$ cat src/rtl/tcs_pkg.sv
// Shared types and constants of the cooperative task table scheduler.
package tcs_pkg;

    localparam int MAX_TASKS_DEF = 8;

    typedef enum logic [3:0] {
        OP_REGISTER    = 4'd0,
        OP_TICK        = 4'd1,
        OP_DISPATCH    = 4'd2,
        OP_DELAY       = 4'd3,
        OP_SET_STEP    = 4'd4,
        OP_SUSPEND     = 4'd5,
        OP_RESUME      = 4'd6,
        OP_SUSPEND_ALL = 4'd7,
        OP_RESUME_ALL  = 4'd8,
        OP_DELETE      = 4'd9,
        OP_DELETE_ALL  = 4'd10
    } t_opcode;

    typedef enum logic [1:0] {
        ST_RUN  = 2'd0,
        ST_WAIT = 2'd1,
        ST_SUSP = 2'd2
    } t_status;

    typedef struct packed {
        t_status     status;
        logic [15:0] delay;
        logic [7:0]  step;
        logic [7:0]  owner;
    } t_slot_rec;

    typedef struct packed {
        logic       ok;
        logic       called;
        logic [2:0] chosen_slot;
        logic [7:0] run_task_id;
        logic [7:0] run_step;
        logic [3:0] task_count;
    } t_result;

endpackage

$ cat src/rtl/tcs_if.sv
// Request and response channel interfaces of the task table scheduler.
interface tcs_req_if;
    logic        valid;
    logic        ready;
    logic [3:0]  opcode;
    logic [2:0]  slot;
    logic [7:0]  task_id;
    logic [15:0] delay_ticks;
    logic [7:0]  step_value;

    modport source (output valid, output opcode, output slot, output task_id,
                    output delay_ticks, output step_value, input ready);
    modport sink (input valid, input opcode, input slot, input task_id,
                  input delay_ticks, input step_value, output ready);
endinterface

interface tcs_rsp_if;
    logic       valid;
    logic       ready;
    logic       ok;
    logic       called;
    logic [2:0] chosen_slot;
    logic [7:0] run_task_id;
    logic [7:0] run_step;
    logic [3:0] task_count;

    modport source (output valid, output ok, output called, output chosen_slot,
                    output run_task_id, output run_step, output task_count,
                    input ready);
    modport sink (input valid, input ok, input called, input chosen_slot,
                  input run_task_id, input run_step, input task_count,
                  output ready);
endinterface

$ cat src/rtl/cooperative_task_table_scheduler.sv
// Cooperative task table scheduler: slot table in RAM walked by a small sequencer.
// Register, delete all and refused requests need no slot read; dispatch, delay, set step,
// suspend and resume work on one slot, and tick, suspend all, resume all and delete walk
// the slots they cover, one slot per cycle through one read port. The next request can be
// accepted as soon as the result is registered, and a result still waiting on the output
// holds the sequencer. Synchronous active-low reset clears the count, cursor and current
// slot; slot data is not cleared.
module cooperative_task_table_scheduler #(
    parameter int MAX_TASKS = tcs_pkg::MAX_TASKS_DEF
) (
    input  logic     i_clk,
    input  logic     i_rst_n,
    tcs_req_if.sink   i_req,
    tcs_rsp_if.source o_rsp
);

    localparam int CW = $clog2(MAX_TASKS + 1);
    localparam int AW = (MAX_TASKS > 1) ? $clog2(MAX_TASKS) : 1;
    localparam int XW = (CW > 3) ? CW : 3;
    localparam int RW = $bits(tcs_pkg::t_slot_rec);

    typedef enum logic [1:0] {
        S_IDLE,
        S_SWEEP,
        S_DONE
    } t_state;

    t_state             r_state;
    logic [CW-1:0]      r_count;
    logic [AW-1:0]      r_cursor;
    logic [AW-1:0]      r_current;
    tcs_pkg::t_opcode   r_op;
    logic [15:0]        r_delay;
    logic [7:0]         r_step_val;
    logic [CW-1:0]      r_rd_ptr;
    logic [CW-1:0]      r_end;
    logic               r_pend;
    logic [AW-1:0]      r_pend_addr;
    tcs_pkg::t_result   r_res;
    tcs_pkg::t_result   r_out;
    logic               r_out_vld;

    t_state             n_state;
    logic [CW-1:0]      n_count;
    logic [AW-1:0]      n_cursor;
    logic [AW-1:0]      n_current;
    tcs_pkg::t_opcode   n_op;
    logic [15:0]        n_delay;
    logic [7:0]         n_step_val;
    logic [CW-1:0]      n_rd_ptr;
    logic [CW-1:0]      n_end;
    logic               n_pend;
    logic [AW-1:0]      n_pend_addr;
    tcs_pkg::t_result   n_res;
    tcs_pkg::t_result   n_out;
    logic               n_out_vld;

    logic               w_accept;
    logic [AW-1:0]      w_pick;
    logic [AW-1:0]      w_next;
    logic               w_cur_ok;
    logic               w_sl_ok;
    logic [RW-1:0]      w_rdata;
    tcs_pkg::t_slot_rec w_rec;
    tcs_pkg::t_slot_rec w_mod;
    logic               w_mod_we;
    logic               w_we;
    logic [AW-1:0]      w_waddr;
    tcs_pkg::t_slot_rec w_wdata;

    assign i_req.ready = (r_state == S_IDLE);
    assign w_accept    = i_req.valid && i_req.ready;

    assign w_pick   = (CW'(r_cursor) < r_count) ? r_cursor : '0;
    assign w_next   = ((CW'(w_pick) + CW'(1)) < r_count) ? w_pick + 1'b1 : '0;
    assign w_cur_ok = CW'(r_current) < r_count;
    assign w_sl_ok  = XW'(i_req.slot) < XW'(r_count);

    tcs_ram #(
        .WIDTH(RW),
        .DEPTH(MAX_TASKS)
    ) u_tcs_ram (
        .i_clk  (i_clk),
        .i_we   (w_we),
        .i_waddr(w_waddr),
        .i_wdata(w_wdata),
        .i_raddr(r_rd_ptr[AW-1:0]),
        .o_rdata(w_rdata)
    );

    always_comb begin
        w_rec    = tcs_pkg::t_slot_rec'(w_rdata);
        w_mod    = w_rec;
        w_mod_we = 1'b1;
        case (r_op)
            tcs_pkg::OP_TICK: begin
                if (w_rec.status == tcs_pkg::ST_WAIT && w_rec.delay != 16'd0) begin
                    w_mod.delay = w_rec.delay - 16'd1;
                end
            end
            tcs_pkg::OP_DISPATCH: begin
                if (w_rec.status == tcs_pkg::ST_WAIT && w_rec.delay == 16'd0) begin
                    w_mod.status = tcs_pkg::ST_RUN;
                end
            end
            tcs_pkg::OP_DELAY: begin
                if (w_rec.status == tcs_pkg::ST_RUN) begin
                    w_mod.status = tcs_pkg::ST_WAIT;
                    w_mod.delay  = r_delay;
                    w_mod.step   = r_step_val;
                end else begin
                    w_mod_we = 1'b0;
                end
            end
            tcs_pkg::OP_SET_STEP: begin
                w_mod.step = r_step_val;
            end
            tcs_pkg::OP_SUSPEND, tcs_pkg::OP_SUSPEND_ALL: begin
                w_mod.status = tcs_pkg::ST_SUSP;
            end
            tcs_pkg::OP_RESUME, tcs_pkg::OP_RESUME_ALL: begin
                w_mod.status = tcs_pkg::ST_RUN;
            end
            tcs_pkg::OP_DELETE: begin
                w_mod = w_rec;
            end
            default: begin
                w_mod_we = 1'b0;
            end
        endcase
    end

    always_comb begin
        w_we    = 1'b0;
        w_waddr = r_pend_addr;
        w_wdata = w_mod;
        if (w_accept && i_req.opcode == tcs_pkg::OP_REGISTER
                && r_count < CW'(MAX_TASKS)) begin
            w_we          = 1'b1;
            w_waddr       = r_count[AW-1:0];
            w_wdata       = '0;
            w_wdata.status = tcs_pkg::ST_RUN;
            w_wdata.owner = i_req.task_id;
        end else if (r_state == S_SWEEP && r_pend) begin
            w_we = w_mod_we;
            if (r_op == tcs_pkg::OP_DELETE) begin
                w_waddr = r_pend_addr - 1'b1;
            end
        end
    end

    always_comb begin
        n_state     = r_state;
        n_count     = r_count;
        n_cursor    = r_cursor;
        n_current   = r_current;
        n_op        = r_op;
        n_delay     = r_delay;
        n_step_val  = r_step_val;
        n_rd_ptr    = r_rd_ptr;
        n_end       = r_end;
        n_pend      = r_pend;
        n_pend_addr = r_pend_addr;
        n_res       = r_res;
        n_out       = r_out;
        n_out_vld   = r_out_vld;
        if (o_rsp.valid && o_rsp.ready) begin
            n_out_vld = 1'b0;
        end
        case (r_state)
            S_IDLE: begin
                if (w_accept) begin
                    n_op             = tcs_pkg::t_opcode'(i_req.opcode);
                    n_delay          = i_req.delay_ticks;
                    n_step_val       = i_req.step_value;
                    n_res            = '0;
                    n_res.task_count = 4'(r_count);
                    n_state          = S_DONE;
                    case (i_req.opcode)
                        tcs_pkg::OP_REGISTER: begin
                            if (r_count < CW'(MAX_TASKS)) begin
                                n_count          = r_count + 1'b1;
                                n_res.ok         = 1'b1;
                                n_res.task_count = 4'(r_count + 1'b1);
                            end
                        end
                        tcs_pkg::OP_TICK, tcs_pkg::OP_SUSPEND_ALL,
                        tcs_pkg::OP_RESUME_ALL: begin
                            n_res.ok = 1'b1;
                            n_rd_ptr = '0;
                            n_end    = r_count;
                            n_state  = S_SWEEP;
                        end
                        tcs_pkg::OP_DISPATCH: begin
                            if (r_count != '0) begin
                                n_current         = w_pick;
                                n_cursor          = w_next;
                                n_res.ok          = 1'b1;
                                n_res.chosen_slot = 3'(w_pick);
                                n_rd_ptr          = CW'(w_pick);
                                n_end             = CW'(w_pick) + CW'(1);
                                n_state           = S_SWEEP;
                            end
                        end
                        tcs_pkg::OP_DELAY: begin
                            if (w_cur_ok) begin
                                n_rd_ptr = CW'(r_current);
                                n_end    = CW'(r_current) + CW'(1);
                                n_state  = S_SWEEP;
                            end
                        end
                        tcs_pkg::OP_SET_STEP: begin
                            if (w_cur_ok) begin
                                n_res.ok = 1'b1;
                                n_rd_ptr = CW'(r_current);
                                n_end    = CW'(r_current) + CW'(1);
                                n_state  = S_SWEEP;
                            end
                        end
                        tcs_pkg::OP_SUSPEND, tcs_pkg::OP_RESUME: begin
                            if (w_sl_ok) begin
                                n_res.ok = 1'b1;
                                n_rd_ptr = CW'(i_req.slot);
                                n_end    = CW'(i_req.slot) + CW'(1);
                                n_state  = S_SWEEP;
                            end
                        end
                        tcs_pkg::OP_DELETE: begin
                            if (w_sl_ok) begin
                                n_count          = r_count - 1'b1;
                                n_res.ok         = 1'b1;
                                n_res.task_count = 4'(r_count - 1'b1);
                                n_rd_ptr         = CW'(i_req.slot) + CW'(1);
                                n_end            = r_count;
                                n_state          = S_SWEEP;
                            end
                        end
                        tcs_pkg::OP_DELETE_ALL: begin
                            n_count          = '0;
                            n_res.ok         = 1'b1;
                            n_res.task_count = '0;
                        end
                        default: begin
                        end
                    endcase
                end
            end
            S_SWEEP: begin
                if (r_pend) begin
                    if (r_op == tcs_pkg::OP_DISPATCH
                            && w_mod.status == tcs_pkg::ST_RUN) begin
                        n_res.called      = 1'b1;
                        n_res.run_task_id = w_mod.owner;
                        n_res.run_step    = w_mod.step;
                    end
                    if (r_op == tcs_pkg::OP_DELAY) begin
                        n_res.ok = w_mod_we;
                    end
                end
                if (r_rd_ptr != r_end) begin
                    n_rd_ptr    = r_rd_ptr + 1'b1;
                    n_pend      = 1'b1;
                    n_pend_addr = r_rd_ptr[AW-1:0];
                end else begin
                    n_pend  = 1'b0;
                    n_state = S_DONE;
                end
            end
            S_DONE: begin
                if (!r_out_vld || o_rsp.ready) begin
                    n_out     = r_res;
                    n_out_vld = 1'b1;
                    n_state   = S_IDLE;
                end
            end
            default: begin
                n_state = S_IDLE;
            end
        endcase
    end

    always_ff @(posedge i_clk) begin
        if (!i_rst_n) begin
            r_state   <= S_IDLE;
            r_count   <= '0;
            r_cursor  <= '0;
            r_current <= '0;
            r_pend    <= 1'b0;
            r_out_vld <= 1'b0;
        end else begin
            r_state     <= n_state;
            r_count     <= n_count;
            r_cursor    <= n_cursor;
            r_current   <= n_current;
            r_op        <= n_op;
            r_delay     <= n_delay;
            r_step_val  <= n_step_val;
            r_rd_ptr    <= n_rd_ptr;
            r_end       <= n_end;
            r_pend      <= n_pend;
            r_pend_addr <= n_pend_addr;
            r_res       <= n_res;
            r_out       <= n_out;
            r_out_vld   <= n_out_vld;
        end
    end

    assign o_rsp.valid       = r_out_vld;
    assign o_rsp.ok          = r_out.ok;
    assign o_rsp.called      = r_out.called;
    assign o_rsp.chosen_slot = r_out.chosen_slot;
    assign o_rsp.run_task_id = r_out.run_task_id;
    assign o_rsp.run_step    = r_out.run_step;
    assign o_rsp.task_count  = r_out.task_count;

endmodule

$ cat src/rtl/tcs_ram.sv
// Generic single write port RAM with one registered read port.
module tcs_ram #(
    parameter int WIDTH = 8,
    parameter int DEPTH = 8,
    localparam int AW = (DEPTH > 1) ? $clog2(DEPTH) : 1
) (
    input  logic             i_clk,
    input  logic             i_we,
    input  logic [AW-1:0]    i_waddr,
    input  logic [WIDTH-1:0] i_wdata,
    input  logic [AW-1:0]    i_raddr,
    output logic [WIDTH-1:0] o_rdata
);

    logic [WIDTH-1:0] r_mem [DEPTH];

    always_ff @(posedge i_clk) begin
        if (i_we) begin
            r_mem[i_waddr] <= i_wdata;
        end
        o_rdata <= r_mem[i_raddr];
    end

endmodule

$ cat src/flat_wrapper.sv
// flat-port wrapper written by rule: the top's interface ports become plain ports
module cooperative_task_table_scheduler_flat 
#(
    parameter int MAX_TASKS = tcs_pkg::MAX_TASKS_DEF
)
  (i_clk, i_rst_n, i_req_valid, i_req_opcode, i_req_slot, i_req_task_id, i_req_delay_ticks, i_req_step_value, i_req_ready, o_rsp_valid, o_rsp_ok, o_rsp_called, o_rsp_chosen_slot, o_rsp_run_task_id, o_rsp_run_step, o_rsp_task_count, o_rsp_ready);
  tcs_req_if i_req_i ();
  tcs_rsp_if o_rsp_i ();
  input  logic i_clk;
  input  logic i_rst_n;
  input wire logic [$bits(i_req_i.valid)-1:0] i_req_valid;
  input wire logic [$bits(i_req_i.opcode)-1:0] i_req_opcode;
  input wire logic [$bits(i_req_i.slot)-1:0] i_req_slot;
  input wire logic [$bits(i_req_i.task_id)-1:0] i_req_task_id;
  input wire logic [$bits(i_req_i.delay_ticks)-1:0] i_req_delay_ticks;
  input wire logic [$bits(i_req_i.step_value)-1:0] i_req_step_value;
  output wire logic [$bits(i_req_i.ready)-1:0] i_req_ready;
  output wire logic [$bits(o_rsp_i.valid)-1:0] o_rsp_valid;
  output wire logic [$bits(o_rsp_i.ok)-1:0] o_rsp_ok;
  output wire logic [$bits(o_rsp_i.called)-1:0] o_rsp_called;
  output wire logic [$bits(o_rsp_i.chosen_slot)-1:0] o_rsp_chosen_slot;
  output wire logic [$bits(o_rsp_i.run_task_id)-1:0] o_rsp_run_task_id;
  output wire logic [$bits(o_rsp_i.run_step)-1:0] o_rsp_run_step;
  output wire logic [$bits(o_rsp_i.task_count)-1:0] o_rsp_task_count;
  input wire logic [$bits(o_rsp_i.ready)-1:0] o_rsp_ready;
  assign i_req_i.valid = i_req_valid;
  assign i_req_i.opcode = i_req_opcode;
  assign i_req_i.slot = i_req_slot;
  assign i_req_i.task_id = i_req_task_id;
  assign i_req_i.delay_ticks = i_req_delay_ticks;
  assign i_req_i.step_value = i_req_step_value;
  assign i_req_ready = i_req_i.ready;
  assign o_rsp_valid = o_rsp_i.valid;
  assign o_rsp_ok = o_rsp_i.ok;
  assign o_rsp_called = o_rsp_i.called;
  assign o_rsp_chosen_slot = o_rsp_i.chosen_slot;
  assign o_rsp_run_task_id = o_rsp_i.run_task_id;
  assign o_rsp_run_step = o_rsp_i.run_step;
  assign o_rsp_task_count = o_rsp_i.task_count;
  assign o_rsp_i.ready = o_rsp_ready;
  cooperative_task_table_scheduler #(.MAX_TASKS(MAX_TASKS)) u_core (.i_clk(i_clk), .i_rst_n(i_rst_n), .i_req(i_req_i), .o_rsp(o_rsp_i));
endmodule
$ cat config.mk
export PLATFORM = sky130hd
export DESIGN_NAME = cooperative_task_table_scheduler_flat
export DESIGN_NICKNAME = d
export VERILOG_FILES = /design/src/rtl/tcs_pkg.sv /design/src/rtl/tcs_if.sv /design/src/rtl/cooperative_task_table_scheduler.sv /design/src/rtl/tcs_ram.sv /design/src/flat_wrapper.sv
export SDC_FILE = /design/constraint.sdc
export NUM_CORES = 1
export LEC_CHECK = 0
export BUFFER_PORTS_ARGS = -buffer_cell sky130_fd_sc_hd__buf_2
export CORE_UTILIZATION = 65
export DETAILED_ROUTE_END_ITERATION = 12
export PLACE_DENSITY = 0.83
export SLEW_MARGIN = 20
export SYNTH_ARGS = -nofsm -noshare
export SYNTH_HDL_FRONTEND = slang
export SYNTH_SLANG_ARGS = --single-unit
$ cat constraint.sdc
create_clock -name i_clk -period 7.1 [get_ports i_clk]
set_clock_uncertainty 0.2 [all_clocks]
set_input_delay 0.355 -clock i_clk [delete_from_list [all_inputs] [get_ports i_clk]]
set_output_delay 0.355 -clock i_clk [all_outputs]
set_load 0.005 [all_outputs]
# Word level (Yosys, flattened, before mapping)
# Memories as Yosys holds them, arrays and structs flattened. A register that Yosys moved wholly into a read port is not among the register bits.
# Cells that the tools add are included.
totals:
  ff_bits: 103
  latchBits: 0
  ramBits: 272
  romBits: 0
  in_bits: 43
  wordCells: 176
  n_memories: 1
mem_list:
  columns: ["name", "depth", "width", "rd", "rd_clocked_by_memory_dff", "write_ports", "line_no", "rtl"]
  rows:
  - ["u_core.u_tcs_ram.r_mem", 8, 34, 1, 1, 1, "tcs_ram.sv:15", "logic [WIDTH-1:0] r_mem [DEPTH];"]
classes:
  n_addsub: 9
  multipliers: 0
  n_div: 0
  n_lt_le_gt_ge: 5
  eq_ne: 39
  shifts: 0
  mux: 60
  bitwise_logic: 0
  n_reduce_logical: 38
ops:
  columns: ["op", "n"]
  rows:
  - ["$pmux 16 s2", 2]
  - ["$mux 16", 3]
  - ["$mux 4", 11]
  - ["$pmux 4 s5", 2]
  - ["$mux 34", 1]
  - ["$eq 4x3->1 const B", 8]
  - ["$mux 26", 1]
  - ["$mux 25", 1]
  - ["$mux 3", 7]
  - ["$eq 4x4->1 const B", 5]
  - ["$eq 4x2->1 const B", 4]
  - ["$logic_not 16->1", 1]
  - ["$mux 2", 8]
  - ["$pmux 2 s4", 2]
  - ["$pmux 8 s2", 1]
  - ["$reduce_bool 16->1", 1]
  - ["$sub 16x1->16 const B", 1]
  - ["$mux 1", 15]
  - ["$add 3x1->4 const B", 3]
  - ["$lt 3x4->1", 3]
  - ["$ne 2x1->1 const B", 6]
  - ["$ne 3x3->1 const B", 4]
  - ["$pmux 4 s3", 1]
  - ["$reduce_and 3->1", 4]
  - ["other kinds (34)", 56]

# Logic depth before layout (Yosys ltp)
# Gate-level depths: netlist of run 1.
logic_depth:
  word_depth: 9
  mapped_depth: 13

# Cells and area by module
# Synthesis of run 1 repeated with hierarchy kept, for this count alone.
hier_totals:
  hier_cells: 1009
  hier_area_um2: 16920.0
modules_own_cells:
  columns: ["module", "instances", "cells_per_inst", "area_each_um2"]
  rows:
  - ["tcs_ram", 1, 441, 11083.1]
  - ["cooperative_task_table_scheduler", 1, 568, 5836.8]

# Least setup slack after synthesis of run 1
# OpenSTA, ideal clock, no wires.
synth_path:
  kind: "input to register"
  start: "input i_req_opcode[2]"
  end: "memory u_core.u_tcs_ram.r_mem[0][0] in the netlist's numbering, enable pin"
  arrival_time_ns: 4.188
  slack_ns: 2.244
  cell_stages: 6
  path_buffers: 1
  cell_sequence: "clkbuf_1 > or4_1 > nor2_1 > nand2_1 > mux2_2 > nor3_1"
synth_between:
  elab_chain_len: 6
synth_rtl:
  columns: ["element", "line_no", "rtl"]
  rows:
  - ["from (decl)", "flat_wrapper.sv:12", "input wire logic [$bits(i_req_i.opcode)-1:0] i_req_opcode;"]
  - ["$logic_not 4->1 (*)", "cooperative_task_table_scheduler.sv:137", "if (w_accept && i_req.opcode == tcs_pkg::OP_REGISTER"]
  - ["$logic_and 1x1->1 (*)", "cooperative_task_table_scheduler.sv:137", null]
  - ["$logic_and 1x1->1 (*)", "cooperative_task_table_scheduler.sv:138", "&& r_count < CW'(MAX_TASKS)) begin"]
  - ["$mux 1", "cooperative_task_table_scheduler.sv:137", null]
  - ["$mux 1", "tcs_ram.sv:18", "if (i_we) begin"]
  - ["$mux 1 (implied by the code)", "tcs_ram.sv:19", "r_mem[i_waddr] <= i_wdata;"]
  - ["to (decl)", "tcs_ram.sv:15", null]
# Mark *: on every way between the ends. The rest lies on a longest branch, timed or not.

# Worst setup path after layout of run 1
layout_path:
  start: "register u_core.r_state[1]"
  end: "memory u_core.u_tcs_ram.r_mem[6][0] in the netlist's numbering, enable pin"
layout_between:
  elab_chain_len: 7
layout_rtl:
  columns: ["element", "line_no", "rtl"]
  rows:
  - ["from (decl)", "cooperative_task_table_scheduler.sv:28", "t_state r_state;"]
  - ["from (signal assigned)", "cooperative_task_table_scheduler.sv:291", "r_state <= n_state;"]
  - ["$logic_not 2->1", "cooperative_task_table_scheduler.sv:71", "assign i_req.ready = (r_state == S_IDLE);"]
  - ["$logic_and 1x1->1", "cooperative_task_table_scheduler.sv:72", "assign w_accept = i_req.valid && i_req.ready;"]
  - ["$logic_and 1x1->1", "cooperative_task_table_scheduler.sv:137", null]
  - ["$logic_and 1x1->1", "cooperative_task_table_scheduler.sv:138", null]
  - ["$mux 1", "cooperative_task_table_scheduler.sv:137", null]
  - ["$mux 1", "tcs_ram.sv:18", null]
  - ["$mux 1 (implied by the code)", "tcs_ram.sv:19", null]
# Several ways; a longest one is shown, not always the timed one.

==> results by stage, run 1 <==
Route:
- The post-route antenna net violation count is 0.
- The length of routed met3 wiring is 2940 um.
- The highest routed metal layer is met4.
- The number of detailed-routing iterations run before antenna repair is 5.
- The via-per-instance ratio is 6.60.
- Summed over all nets, wire length on met2 after detailed routing comes to between 15000 and 20000 um.
- Dividing the detail-routed wire length by the instance count gives 25.7 um.
- The detailed router's first-iteration violation count is 1087.
- The residual DRC count is 0.
- The detailed router put a total of approximately 14000 um of wire on met1.
- The total wire length is 37800 um.
- The detailed router placed 9697 vias in this run.

Timing:
- The worst pin sits at a relative slew slack of 0.318.
- Across all setup checks in the final design, the least slack found is 2810 ps.
- The max-slew violation total from the final report is 0.
- At the pin with the least slew margin, the transition time is around 1000 ps.
- Setup repair after global routing left no endpoint under its margin.
- The total negative slack is 0 ps.
- The number of endpoints failing setup at the final stage is 0.
- The post-layout minimum cycle time is 4290 ps.
- The post-route fraction of the period consumed by the critical path is 0.604.
- Static timing analysis puts the maximum clock frequency at 233 MHz.
- The hold violation count in the final report is 0.

Clocking:
- The TritonCTS buffer count is 40.
- After clock tree synthesis, the setup repair step added 0 buffers.
- The worst-skew pair later-pin latency is 530 ps.
- The H-tree depth is 2.
- The number of gates given a new drive strength after cts is 0.
- After clock tree synthesis, the clock-pin slew on the worst setup and hold paths is approximately 70 ps.
- The hold-fix buffer count after cts is 25.
- The longest clock path from root to sink contains 3 buffers.
- The clock root buffer master is sky130_fd_sc_hd__clkbuf_16.
- TritonCTS built the clock tree.
- For this design, the sink count on the clock tree is 409.

Min path:
- The type of the most critical hold path is primary input to flop.

Power:
- The leakage power is 6.43 nW.
- The cell area power density is approximately 280 nW/um2.
- VDD sags by at most 0.000225 V.

Global routing:
- The first global-routing pass estimated 57600 um of wire.
- The via count of the first global-routing pass is ~10000.
- The total global routing overflow is 0.
- The global-route usage over all layers is 0.296.
- Entering global routing, the biggest net connects 56 pins.
- The number of antenna violations at the first check in global routing is 0.

Logic synthesis:
- The average footprint of a synthesized cell is roughly 17 um2.
- The share of synthesized area occupied by flip-flops and latches is 0.704.
- The unique cell type count in the Yosys netlist is 66.
- The synthesized netlist net count is roughly 1100.
- For this run, the number of Yosys warnings is 0.
- The post-synthesis cell area is 16800 um2.
- The number of enable-type register cells in the synthesized netlist is roughly 360.
- After synthesis the netlist holds a flip-flop and latch count of 409.
- For this run, the leading register cell type out of synthesis is sky130_fd_sc_hd__edfxtp_1.
- After technology mapping, the gate count stands at ~1000.
- For this run, asynchronously set or reset flops after synthesis account for 0.

Place:
- Summed over all nets, the half-perimeter wirelength after detailed placement is 20900 um.
- The routability congestion estimate is 0.880.
- The number of buffers added on ports is 69.
- In this run, placement finished with an instance count of 1370.
- OpenSTA, run right after detailed placement, puts the worst setup slack at 2650 ps.

Die:
- The number of primary I/O pins is 70.
- In this run the standard cell core region covers 25300 um2.
- The die area is approximately 26000 um2.
- For this configuration, the core starts out at a cell density of 0.664.
- The overall die height is roughly 160 um.
- The die is 163 um wide.
- The standard-cell row count is 58.

Finish:
- The library cell used most frequently in the layout, excluding fill and tap cells, is sky130_fd_sc_hd__edfxtp_1.
- The utilization of the core after routing is 0.759.
- The layout cell share with drive strength beyond 1 is 0.252.
- Leaving out fill and tap cells, the most frequent cells in the layout are sky130_fd_sc_hd__edfxtp_1, sky130_fd_sc_hd__buf_2, sky130_fd_sc_hd__mux4_2, sky130_fd_sc_hd__nor2_1, sky130_fd_sc_hd__dfxtp_1.
- From synthesis to final layout, the design area changed by 14.4%.
- For this run, the number of standard cells in the final layout without fillers is 1470.
- 0 antenna diodes ended up in the layout.
- The net count of the finished layout is 1169.

Setup path:
- The critical path is of the flop to flop type.
- The arrival time of the worst setup path is 4260 ps.
- The startpoint type of the worst setup path is a flop.
- STA classifies the critical path endpoint as a flop.
- Of all nets on the critical path, the largest fanout is 24.
- The required time at the worst-slack endpoint is ~7000 ps.

Run:
- The total of max-cap violations is 0.

Outcome:
- The flow ran to the end, and the final reports show no timing, DRC or antenna violations.
==> cells by family (layout without fill, tap and decap cells) <==
group | Yosys count | in the layout | synth area share
AOI/OAI and AO/OA | 143 | 143 | 0.0593
xor gates and xnor gates | 22 | 22 | 0.0115
adders and majority gates | 18 | 18 | 0.0134
buffers and inverters | 67 | 208 | 0.0167
DFF | 409 | 409 | 0.704
muxes | 121 | 121 | 0.126
and+or+nand+nor | 219 | 219 | 0.0695
==> registers in the layout, summed over array words and instances, names as in the netlist, 4 cells and up <==
name and flops:
u_core.o_rsp.run_task_id 8, u_core.u_tcs_ram.o_rdata 34, u_core.r_res 25, u_core.r_rd_ptr 4, u_core.r_step_val 8, u_core.o_rsp.run_step 8, u_core.u_tcs_ram.r_mem 272, u_core.r_end 4
u_core.r_op 4, u_core.r_count 4, u_core.r_delay 16, u_core.o_rsp.task_count 4
==> critical path, stage by stage (launching register included) <==
cell	delay [ps]
sky130_fd_sc_hd__dfxtp_1	410
sky130_fd_sc_hd__nand2b_1	600
sky130_fd_sc_hd__inv_1	510
sky130_fd_sc_hd__nand3_1	340
sky130_fd_sc_hd__mux2i_1	310
sky130_fd_sc_hd__mux2i_1	300
sky130_fd_sc_hd__nor3_4	730
sky130_fd_sc_hd__buf_4	520
==> worst paths after layout <==
kind                     start  cells after the start                            to  slack (ps)
max          u_core.r_state[1]                      7  u_core.u_tcs_ram.r_mem[6][0]        2810
min            i_req_opcode[1]                      1                u_core.r_op[1]          20
min reg2reg   u_core.r_res[12]                      0   u_core.o_rsp.run_task_id[0]         210
max reg2reg  u_core.r_state[1]                      7  u_core.u_tcs_ram.r_mem[6][0]        2810
==> area by class of cell <==
cell class                      instances  area (um2)
Fill cell                            1402        6080
Tap cell                              330         413
Clock inverter                         20         245
Multi-Input combinational cell        523        4760
Sequential cell                       409       11800
Clock buffer                           54        1120
Inverter                               18        67.6
Timing Repair Buffer                  116         772
==> power by group <==
part | internal (mW) | switching, mW | total (mW)
combinational | 0.160 | 0.244 | 0.405
clock | 1.29 | 0.883 | 2.18
sequential | 2.73 | 0.0539 | 2.78
==> through the flow <==
stage	power [mW]	area, um2	hold slack (ps)
6_report	5.36	19200	20.4
3_5_place_dp	3.21	17500	205
3_3_place_gp	3.19	17500	201
5_1_grt	5.50	19200	34.6
4_1_cts	5.38	19100	6.76
2_1_floorplan	3.08	16800	200
==> cell usage after synthesis, types with 17 or more instances <==
library cell | instances | area [um2]
sky130_fd_sc_hd__o21ai_0 | 23 | 115
sky130_fd_sc_hd__mux2i_1 | 17 | 170
sky130_fd_sc_hd__a21oi_1 | 37 | 185
sky130_fd_sc_hd__inv_1 | 17 | 63.8
sky130_fd_sc_hd__mux4_2 | 68 | 1530
sky130_fd_sc_hd__ha_1 | 18 | 225
sky130_fd_sc_hd__clkbuf_1 | 39 | 146
sky130_fd_sc_hd__nor2_1 | 53 | 199
sky130_fd_sc_hd__edfxtp_1 | 361 | 10800
sky130_fd_sc_hd__nand2_1 | 46 | 173
sky130_fd_sc_hd__nor3_1 | 17 | 85.1
sky130_fd_sc_hd__mux2_2 | 36 | 405
sky130_fd_sc_hd__dfxtp_1 | 48 | 961
==> metal layers <==
metal | vias to the layer above | global-route usage
li1 | 4230 | -
met1 | 4846 | 0.389
met2 | 539 | 0.505
met3 | 82 | 0.0484
met4 | 0 | 0.106
met5 | - | 0
No activity file was read; power rests on OpenSTA's default activity.
==> run 2, diff against run 1 <==
- CORE_UTILIZATION: 65 -> 55
- PLACE_DENSITY: 0.83 -> 0.75
- clock period: 7.1 -> 3.65 ns (I/O delays scaled with it)
==> run 2 against run 1 <==
Net effect: worst hold slack improved by 46 ps; sequential share of layout area decreased by 1.8 points; wire length decreased by 5.2%; flip-flop and latch count unchanged; largest cell class unchanged; first-iteration DRC count decreased by 30%; maximum frequency increased by 29%; total power increased by 98%; critical endpoint is now u_core.r_cursor[1].
==> results by stage, run 2 (synthesized netlist as in run 1, its figures left out) <==
Power:
- The peak supply drop is 0.000435 V (+93%).
- The portion of total power attributed to combinational logic is 0.076 (about the same).
- The portion of total power attributed to the clock network is 0.416 (+0.010).
- The switching power share of the total is 0.217 (-0.00307).
- The switching power summed over all nets is 2.31 mW (+96%).
- The cell-internal power is 8.32 mW (+99%).
- The share of total power in sequential cells is 0.507 (-0.011).
- The cell area power density came to 538 nW/um2 (+92%).
- The leakage power came to 6.66 nW (+3.6%).

Setup path:
- The worst setup path is launched from a flop.
- The reg2reg setup slack is 330 ps (-2480 ps).
- The worst setup path is captured at a flop.
- The buffering stage count on the worst path with inverters included came to 3 (+1).
- The required time at the worst-slack endpoint is 3870 ps (-3200 ps).
- The slowest stage of the critical path is the sky130_fd_sc_hd__dfxtp_1 cell.
- The kind of critical path is flop to flop.
- The maximum net fanout on the critical path is 6 (-75%).
- The arrival time of the worst setup path is 3530 ps (-730 ps).
- The cell occurring most often along the worst timing path is sky130_fd_sc_hd__ha_1.
- The largest stage delay on the critical path is 460 ps (-270 ps).
- The cell family contributing the most delay on the critical path is adder cells.
- Walking the worst path, the cells encountered are inv_1 -> ha_1 -> nor3b_1 -> a211oi_2 -> inv_1 -> ha_1 -> and3_1 -> or2_2 -> ha_1 -> o211a_1 -> o31ai_1 -> nor4bb_1 -> buf_4 -> a32o_1.

Clocking:
- The number of setup buffers added after CTS is 0 (unchanged).
- The worst-skew pair later-pin latency was 540 ps (about the same).
- The tree is rooted in a sky130_fd_sc_hd__clkbuf_16.
- The H-tree depth is 2 (unchanged).
- The TritonCTS buffer count came to 42 (+5.0%).
- The clock transition at the registers of the reported paths came to 60 ps (about the same).
- The number of sinks driven by the clock tree is 409 (unchanged).
- The worst-case clock buffer depth was 3 (unchanged).
- The TritonCTS clock tree is yes.

Die:
- The effective utilization at floorplan is 0.563 (-0.101).
- The core area is 29800 um2 (+18%).
- The overall die height is 177 um (+8.6%).
- The die area is 31200 um2 (+18%).
- The overall die width is 177 um (+8.6%).
- The standard-cell row count was 63 (+8.6%).
- The number of primary I/O pins is 70 (unchanged).

Place:
- The estimated wirelength of the detail-placed design is 20400 um (-2.4%).
- The pre-CTS worst setup slack is 237 ps (-2410 ps).
- The number of buffers added on ports was 69 (unchanged).
- The routability congestion estimate came to 0.892 (+1.4%).
- The number of cells in the design after placement is 1448 (+5.7%).

Finish:
- In the final layout, the registers with the most flip-flops are u_core.u_tcs_ram.r_mem x272, u_core.u_tcs_ram.o_rdata x34, u_core.r_res x25.
- The register with the highest flop count is u_core.u_tcs_ram.r_mem.
- The area added between synthesis and finish is 17.9%.
- The utilization of the core after routing is 0.663 (-0.0962).
- The count of placed standard cells in the final layout, fillers left out is 1568 (+6.7%).
- The number of nets in the layout came to 1206 (+3.2%).
- The top cell types in the final layout, fill and taps aside, are sky130_fd_sc_hd__edfxtp_1, sky130_fd_sc_hd__buf_2, sky130_fd_sc_hd__mux4_2, sky130_fd_sc_hd__nor2_1, sky130_fd_sc_hd__dfxtp_1.
- The number of antenna diodes came to 0 (unchanged).
- The library cell used most frequently in the layout, excluding fill and tap cells, is sky130_fd_sc_hd__edfxtp_1.
- The number of flip-flops in the largest register is 272 (unchanged).
- The layout cell share with drive strength beyond 1 is 0.258 (+0.00631).

Timing:
- The hold violation count in the final report is 0 (unchanged).
- The worst-case headroom to the max-slew limit is 0.465 (+0.147).
- The max-slew violation total from the final report came to 0 (unchanged).
- Setup repair after global routing left no endpoint under its margin.
- The final critical-path setup slack is 333 ps (-2480 ps).
- The total negative slack is 0 ps (unchanged).
- The post-route fraction of the period consumed by the critical path is 0.909 (+0.305).
- The number of endpoints failing setup at the final stage is 0 (unchanged).
- The highest attainable clock frequency is 301 MHz (+29%).
- The post-layout minimum cycle time was 3320 ps (-970 ps).
- The actual slew at the worst max-slew pin was 797 ps (-219 ps).

Route:
- The total vias in the final route came to 9645 (-0.54%).
- The residual DRC count is 0 (unchanged).
- The post-route antenna net violation count was 0 (unchanged).
- The detailed router's first-iteration violation count is 760 (-30%).
- The via-per-instance ratio was 6.15 (-6.8%).
- The number of detailed-routing iterations run before antenna repair is 5 (unchanged).
- The total wire length was 35900 um (-5.2%).
- The detailed-route wire length per cell came to 22.9 um (-11%).

Global routing:
- The global-route usage over all layers is 0.237 (-0.0594).
- The total global routing overflow is 0 (unchanged).
- The pin count of the biggest net entering global routing came to 72 (+29%).
- The wire length of the first global-routing pass was 55200 um (-4.1%).
- The number of antenna violations at the first check in global routing is 0 (unchanged).
- The via count of the first global-routing pass is 9653 (-3.6%).

Run:
- The total of max-cap violations is 0 (unchanged).

Min path:
- In this run the worst hold path is classified as primary input to flop.

Outcome:
- The run finished with clean final reports.
[run 2: cell count changes in the layout (fill, tap and decap cells not counted), moves of 2 or more]
cell                            previous run  this run
sky130_fd_sc_hd__dlygate4sd3_1            25        43
sky130_fd_sc_hd__buf_12                    0        11
sky130_fd_sc_hd__buf_4                    20        28
sky130_fd_sc_hd__clkinv_1                  6         9
sky130_fd_sc_hd__clkbuf_1                 10         8
sky130_fd_sc_hd__clkbuf_8                  2         4
[run 2: worst paths after layout]
| path | start | endpoint | depth (start not counted) |
|---|---|---|---|
| setup reg to reg | u_core.r_count[2] | u_core.r_cursor[1] | 14 |
| hold reg to reg | u_core.r_res[19] | u_core.o_rsp.run_task_id[7] | 0 |
| setup / recovery | u_core.r_count[2] | u_core.r_cursor[1] | 14 |
| hold / removal | i_req_valid | u_core.r_res[24] | 4 |
[run 2: final cells by class]
cell class / count / area [um2]
Tap cell: 390 / 488
Fill cell: 1992 / 10000
Clock buffer: 55 / 1160
Multi-Input combinational cell: 523 / 4750
Inverter: 18 / 67.6
Timing Repair Buffer: 151 / 1210
Clock inverter: 22 / 284
Sequential cell: 409 / 11800
[run 2: power groups by stage]
| stage | logic (mW) | registers [mW] | clock network, mW |
|---|---|---|---|
| floorplan | 0.543 | 5.45 | 0 |
| global placement | 0.748 | 5.48 | 0 |
| detailed placement | 0.769 | 5.48 | 0 |
| CTS | 0.814 | 5.39 | 4.49 |
| global route | 0.884 | 5.40 | 4.66 |
| finish | 0.812 | 5.39 | 4.43 |
[run 2: repair_timing]
action                                 CTS  global route
hold buffers                            43             0
resized for setup                        0             1
setup endpoints to repair                0             3
endpoints found under the hold margin  106             0
[run 2: layer usage]
metal / global-route usage / vias up / routed length [um]
met3: 0.0332 / 73 / 2310
met1: 0.324 / 4874 / 14600
met2: 0.394 / 401 / 17900
met5: 0 / - / 0
met4: 0.0761 / 0 / 976
li1: - / 4297 / -
[run 2: through the flow]
step	total power [mW]	area, um2	hold slack (ps)
after CTS	10.7	19800	49.7
after floorplan	5.99	16800	81.4
final	10.6	19800	66.9
after global placement	6.23	17900	160
after detailed placement	6.25	17900	161
after global routing	10.9	19800	80.1
[run 2: worst reg2reg max path, cell delays in order, from the launching register on]
cell and delay [ps]:
sky130_fd_sc_hd__dfxtp_1 460, sky130_fd_sc_hd__inv_1 100, sky130_fd_sc_hd__ha_1 350, sky130_fd_sc_hd__nor3b_1 80, sky130_fd_sc_hd__a211oi_2 230, sky130_fd_sc_hd__inv_1 160
sky130_fd_sc_hd__ha_1 230, sky130_fd_sc_hd__and3_1 150, sky130_fd_sc_hd__or2_2 310, sky130_fd_sc_hd__ha_1 280, sky130_fd_sc_hd__o211a_1 140, sky130_fd_sc_hd__o31ai_1 60
sky130_fd_sc_hd__nor4bb_1 130, sky130_fd_sc_hd__buf_4 150, sky130_fd_sc_hd__a32o_1 190
==> run 3, diff against run 2 <==
- CELL_PAD_IN_SITES_DETAIL_PLACEMENT: not set -> 2
- CELL_PAD_IN_SITES_GLOBAL_PLACEMENT: not set -> 2
- CORE_UTILIZATION: 55 -> 42
- PLACE_DENSITY: 0.75 -> not set
- PLACE_DENSITY_LB_ADDON: not set -> 0.1
==> run 3 against run 2 <==
Net effect: design area grew 1.3%; global-route usage increased by 0.11 points; total power is 1.0% higher; die area increased by 31%; core utilization decreased by 15 points; critical endpoint is now u_core.r_cursor[2].
==> results by stage, run 3 (synthesized netlist as in run 1, its figures left out) <==
Outcome:
- The run finished with clean final reports.

Power:
- The cell area power density is 536 nW/um2 (-0.30%).
- The peak supply drop came to 0.000524 V (+20%).
- The cell-internal power came to 8.20 mW (-1.4%).
- The portion of total power attributed to the clock network was 0.412 (-0.004).
- The share of total power in sequential cells is 0.504 (-0.003).
- The portion of total power attributed to combinational logic came to 0.084 (+0.008).
- The switching power share of the total is 0.236 (+0.0189).
- The leakage power is 6.75 nW (+1.3%).
- The switching power summed over all nets was 2.53 mW (+9.8%).

Route:
- The via-per-instance ratio is 5.72 (-7.0%).
- The residual DRC count is 0 (unchanged).
- The total vias in the final route came to 9797 (+1.6%).
- The detailed-route wire length per cell was 27.6 um (+21%).
- The post-route antenna net violation count is 0 (unchanged).
- The number of detailed-routing iterations run before antenna repair is 7 (+2).
- The total wire length is 47300 um (+32%).
- The detailed router's first-iteration violation count is 719 (-5.4%).

Global routing:
- The global-route usage over all layers came to 0.238 (+0.00114).
- The total global routing overflow is 0 (unchanged).
- The pin count of the biggest net entering global routing is 72 (unchanged).
- The wire length of the first global-routing pass came to 70800 um (+28%).
- The number of antenna violations at the first check in global routing is 0 (unchanged).
- The via count of the first global-routing pass is 10800 (+11%).

Timing:
- The worst-case headroom to the max-slew limit came to 0.331 (-0.134).
- The highest attainable clock frequency is 290 MHz (-3.9%).
- The actual slew at the worst max-slew pin is 1000 ps (+206 ps).
- The hold violation count in the final report is 0 (unchanged).
- The number of endpoints failing setup at the final stage is 0 (unchanged).
- The post-route fraction of the period consumed by the critical path is 0.946 (+0.0368).
- The post-layout minimum cycle time came to 3450 ps (+134 ps).
- The max-slew violation total from the final report is 0 (unchanged).
- The final-layout worst hold slack is 113 ps (+46.1 ps).

Clocking:
- The H-tree depth is 2 (unchanged).
- The TritonCTS clock tree is yes.
- The clock transition at the registers of the reported paths is 60 ps (about the same).
- The clock root buffer master is sky130_fd_sc_hd__clkbuf_16.
- The worst-case clock buffer depth is 3 (unchanged).
- The worst-skew pair later-pin latency was 590 ps (+50 ps).
- The TritonCTS buffer count is 44 (+4.8%).
- The number of sinks driven by the clock tree is 409 (unchanged).

Setup path:
- The buffering stage count on the worst path with inverters included was 2 (-1).
- The launch point of the worst reg-to-reg path is u_core.r_count[1].
- The terminus of the critical flop-to-flop path is u_core.r_cursor[2].
- The startpoint type of the worst setup path is a flop.
- The kind of cell with the highest combined delay on the critical path is simple AND/OR/NAND/NOR gates.
- The cell occurring most often along the worst timing path is sky130_fd_sc_hd__ha_1.
- The reg2reg setup slack is 200 ps (-130 ps).
- The logic depth of the worst register-to-register path came to 13 (-1).
- The kind of capture point of the worst setup path is a flop.
- The largest stage delay on the critical path is 460 ps (about the same).
- The arrival time of the worst setup path is 3770 ps (+240 ps).
- The required time at the worst-slack endpoint is 3960 ps (+90 ps).
- The signal on the critical path passes through inv_1 -> ha_1 -> nor4b_1 -> a211oi_2 -> inv_1 -> ha_1 -> a21oi_1 -> or2_2 -> ha_1 -> o211a_1 -> o31ai_1 -> nor4bb_4 -> a32o_1.
- The worst setup path is of the flop to flop kind.
- The maximum net fanout on the critical path is 7 (+1).
- The slowest cell on the critical path is sky130_fd_sc_hd__dfxtp_1.

Finish:
- The area added between synthesis and finish is 19.4%.
- The library cells used most frequently in the layout, excluding fill and tap cells, are sky130_fd_sc_hd__edfxtp_1, sky130_fd_sc_hd__buf_2, sky130_fd_sc_hd__mux4_2, sky130_fd_sc_hd__nor2_1, sky130_fd_sc_hd__dfxtp_1.
- The layout cell share with drive strength beyond 1 is 0.268 (+0.00994).
- The utilization of the core after routing came to 0.513 (-0.150).
- The count of placed standard cells in the final layout, fillers left out is 1712 (+9.2%).
- The number of antenna diodes is 0 (unchanged).
- The register with the highest flop count is u_core.u_tcs_ram.r_mem.
- The library cell used most frequently in the layout, excluding fill and tap cells, is sky130_fd_sc_hd__edfxtp_1.
- The number of flip-flops in the largest register is 272 (unchanged).
- The number of nets in the layout was 1221 (+1.2%).
- The largest registers in the layout are u_core.u_tcs_ram.r_mem x272, u_core.u_tcs_ram.o_rdata x34, u_core.r_res x25.

Place:
- The estimated wirelength of the detail-placed design is 29700 um (+46%).
- The routability congestion estimate came to 0.852 (-4.5%).
- The number of cells in the design after placement is 1588 (+9.7%).
- The number of buffers added on ports is 69 (unchanged).

Die:
- The overall die height is 202 um (+14%).
- The core area is 39000 um2 (+31%).
- The overall die width is 202 um (+14%).
- The standard-cell row count is 72 (+14%).
- The die area was 40700 um2 (+31%).
- The effective utilization at floorplan was 0.430 (-0.133).
- The number of primary I/O pins is 70 (unchanged).

Min path:
- The startpoint identified for the worst hold timing path is i_req_step_value[6].
- The worst hold path terminates at u_core.r_step_val[6].
- The type of the most critical hold path is primary input to flop.
- The hold-critical path depth was 2 (-2).

Run:
- The total of max-cap violations is 0 (unchanged).
==> run 3: cell types whose count changed in the layout (fill, tap and decap cells not counted), sizes merged <==
cell	before	now
clkinvlp	2	1
clkbuf	55	52
inv	17	18
dlygate4sd3	43	44
buf	108	120
clkinv	15	23
bufinv	6	4
==> run 3: per-stage QoR <==
| step | total power, mW | instance area, um2 | setup slack (ps) | setup TNS [ps] |
|---|---|---|---|---|
| 2_1_floorplan | 5.99 | 16800 | -1030 | -208880 |
| 3_5_place_dp | 6.37 | 18100 | -69.4 | -191 |
| 3_3_place_gp | 6.31 | 18100 | 153 | 0 |
| 4_1_cts | 10.9 | 20000 | 44.8 | 0 |
| 6_report | 10.7 | 20000 | 198 | 0 |
| 5_1_grt | 11.1 | 20000 | -55.4 | -157 |
==> run 3: worst reg2reg max path, cell delays in order (launching register included) <==
cell and delay [ps]:
sky130_fd_sc_hd__dfxtp_1 460, sky130_fd_sc_hd__inv_1 100, sky130_fd_sc_hd__ha_1 340, sky130_fd_sc_hd__nor4b_1 390, sky130_fd_sc_hd__a211oi_2 110, sky130_fd_sc_hd__inv_1 190, sky130_fd_sc_hd__ha_1 200, sky130_fd_sc_hd__a21oi_1 60
sky130_fd_sc_hd__or2_2 320, sky130_fd_sc_hd__ha_1 310, sky130_fd_sc_hd__o211a_1 130, sky130_fd_sc_hd__o31ai_1 90, sky130_fd_sc_hd__nor4bb_4 350, sky130_fd_sc_hd__a32o_1 180
==> run 3: what timing repair did <==
action                                  4_1_cts  5_1_grt
hold endpoints to repair                    103        0
gates resized for setup                       1        3
setup buffers                                 0        0
endpoints found under the setup margin        3       20
hold buffers                                 44        0
==> run 3: worst max-delay path by stage <==
stage	to	depth (start not counted)	startpoint	slack [ps]
floorplan	u_core.u_tcs_ram.r_mem[0][0]	6	i_req_opcode[2]	-1030
global placement	u_core.r_cursor[2]	13	u_core.r_count[1]	150
detailed placement	u_core.r_cursor[0]	13	u_core.r_count[1]	-70
CTS	u_core.r_cursor[0]	13	u_core.r_count[1]	40
global route	u_core.r_cursor[2]	13	u_core.r_count[1]	-60
finish	u_core.r_cursor[2]	13	u_core.r_count[1]	200
==> run 3: power groups by stage <==
stage / registers, mW / logic [mW] / clock network [mW]
after floorplan: 5.45 / 0.543 / 0
after global placement: 5.50 / 0.818 / 0
after detailed placement: 5.50 / 0.863 / 0
after CTS: 5.41 / 0.912 / 4.53
after global routing: 5.42 / 0.979 / 4.67
final: 5.41 / 0.905 / 4.42
==> run 3: final cells by class <==
cell class | instances | area (um2)
clock buffers | 52 | 1140
inverters | 18 | 67.6
multi-input cells | 523 | 4780
fillers | 3484 | 19000
repair buffers | 164 | 1310
well taps | 518 | 648
clock inverters | 28 | 278
flip-flops and latches | 409 | 11800
==> run 3: metal layers <==
metal | wire [um] | global-route usage | vias to the layer above
met5 | 0 | 0 | -
met4 | 1000 | 0.0682 | 0
met3 | 1700 | 0.0285 | 60
met2 | 23500 | 0.402 | 217
met1 | 21100 | 0.324 | 5200
li1 | - | - | 4320
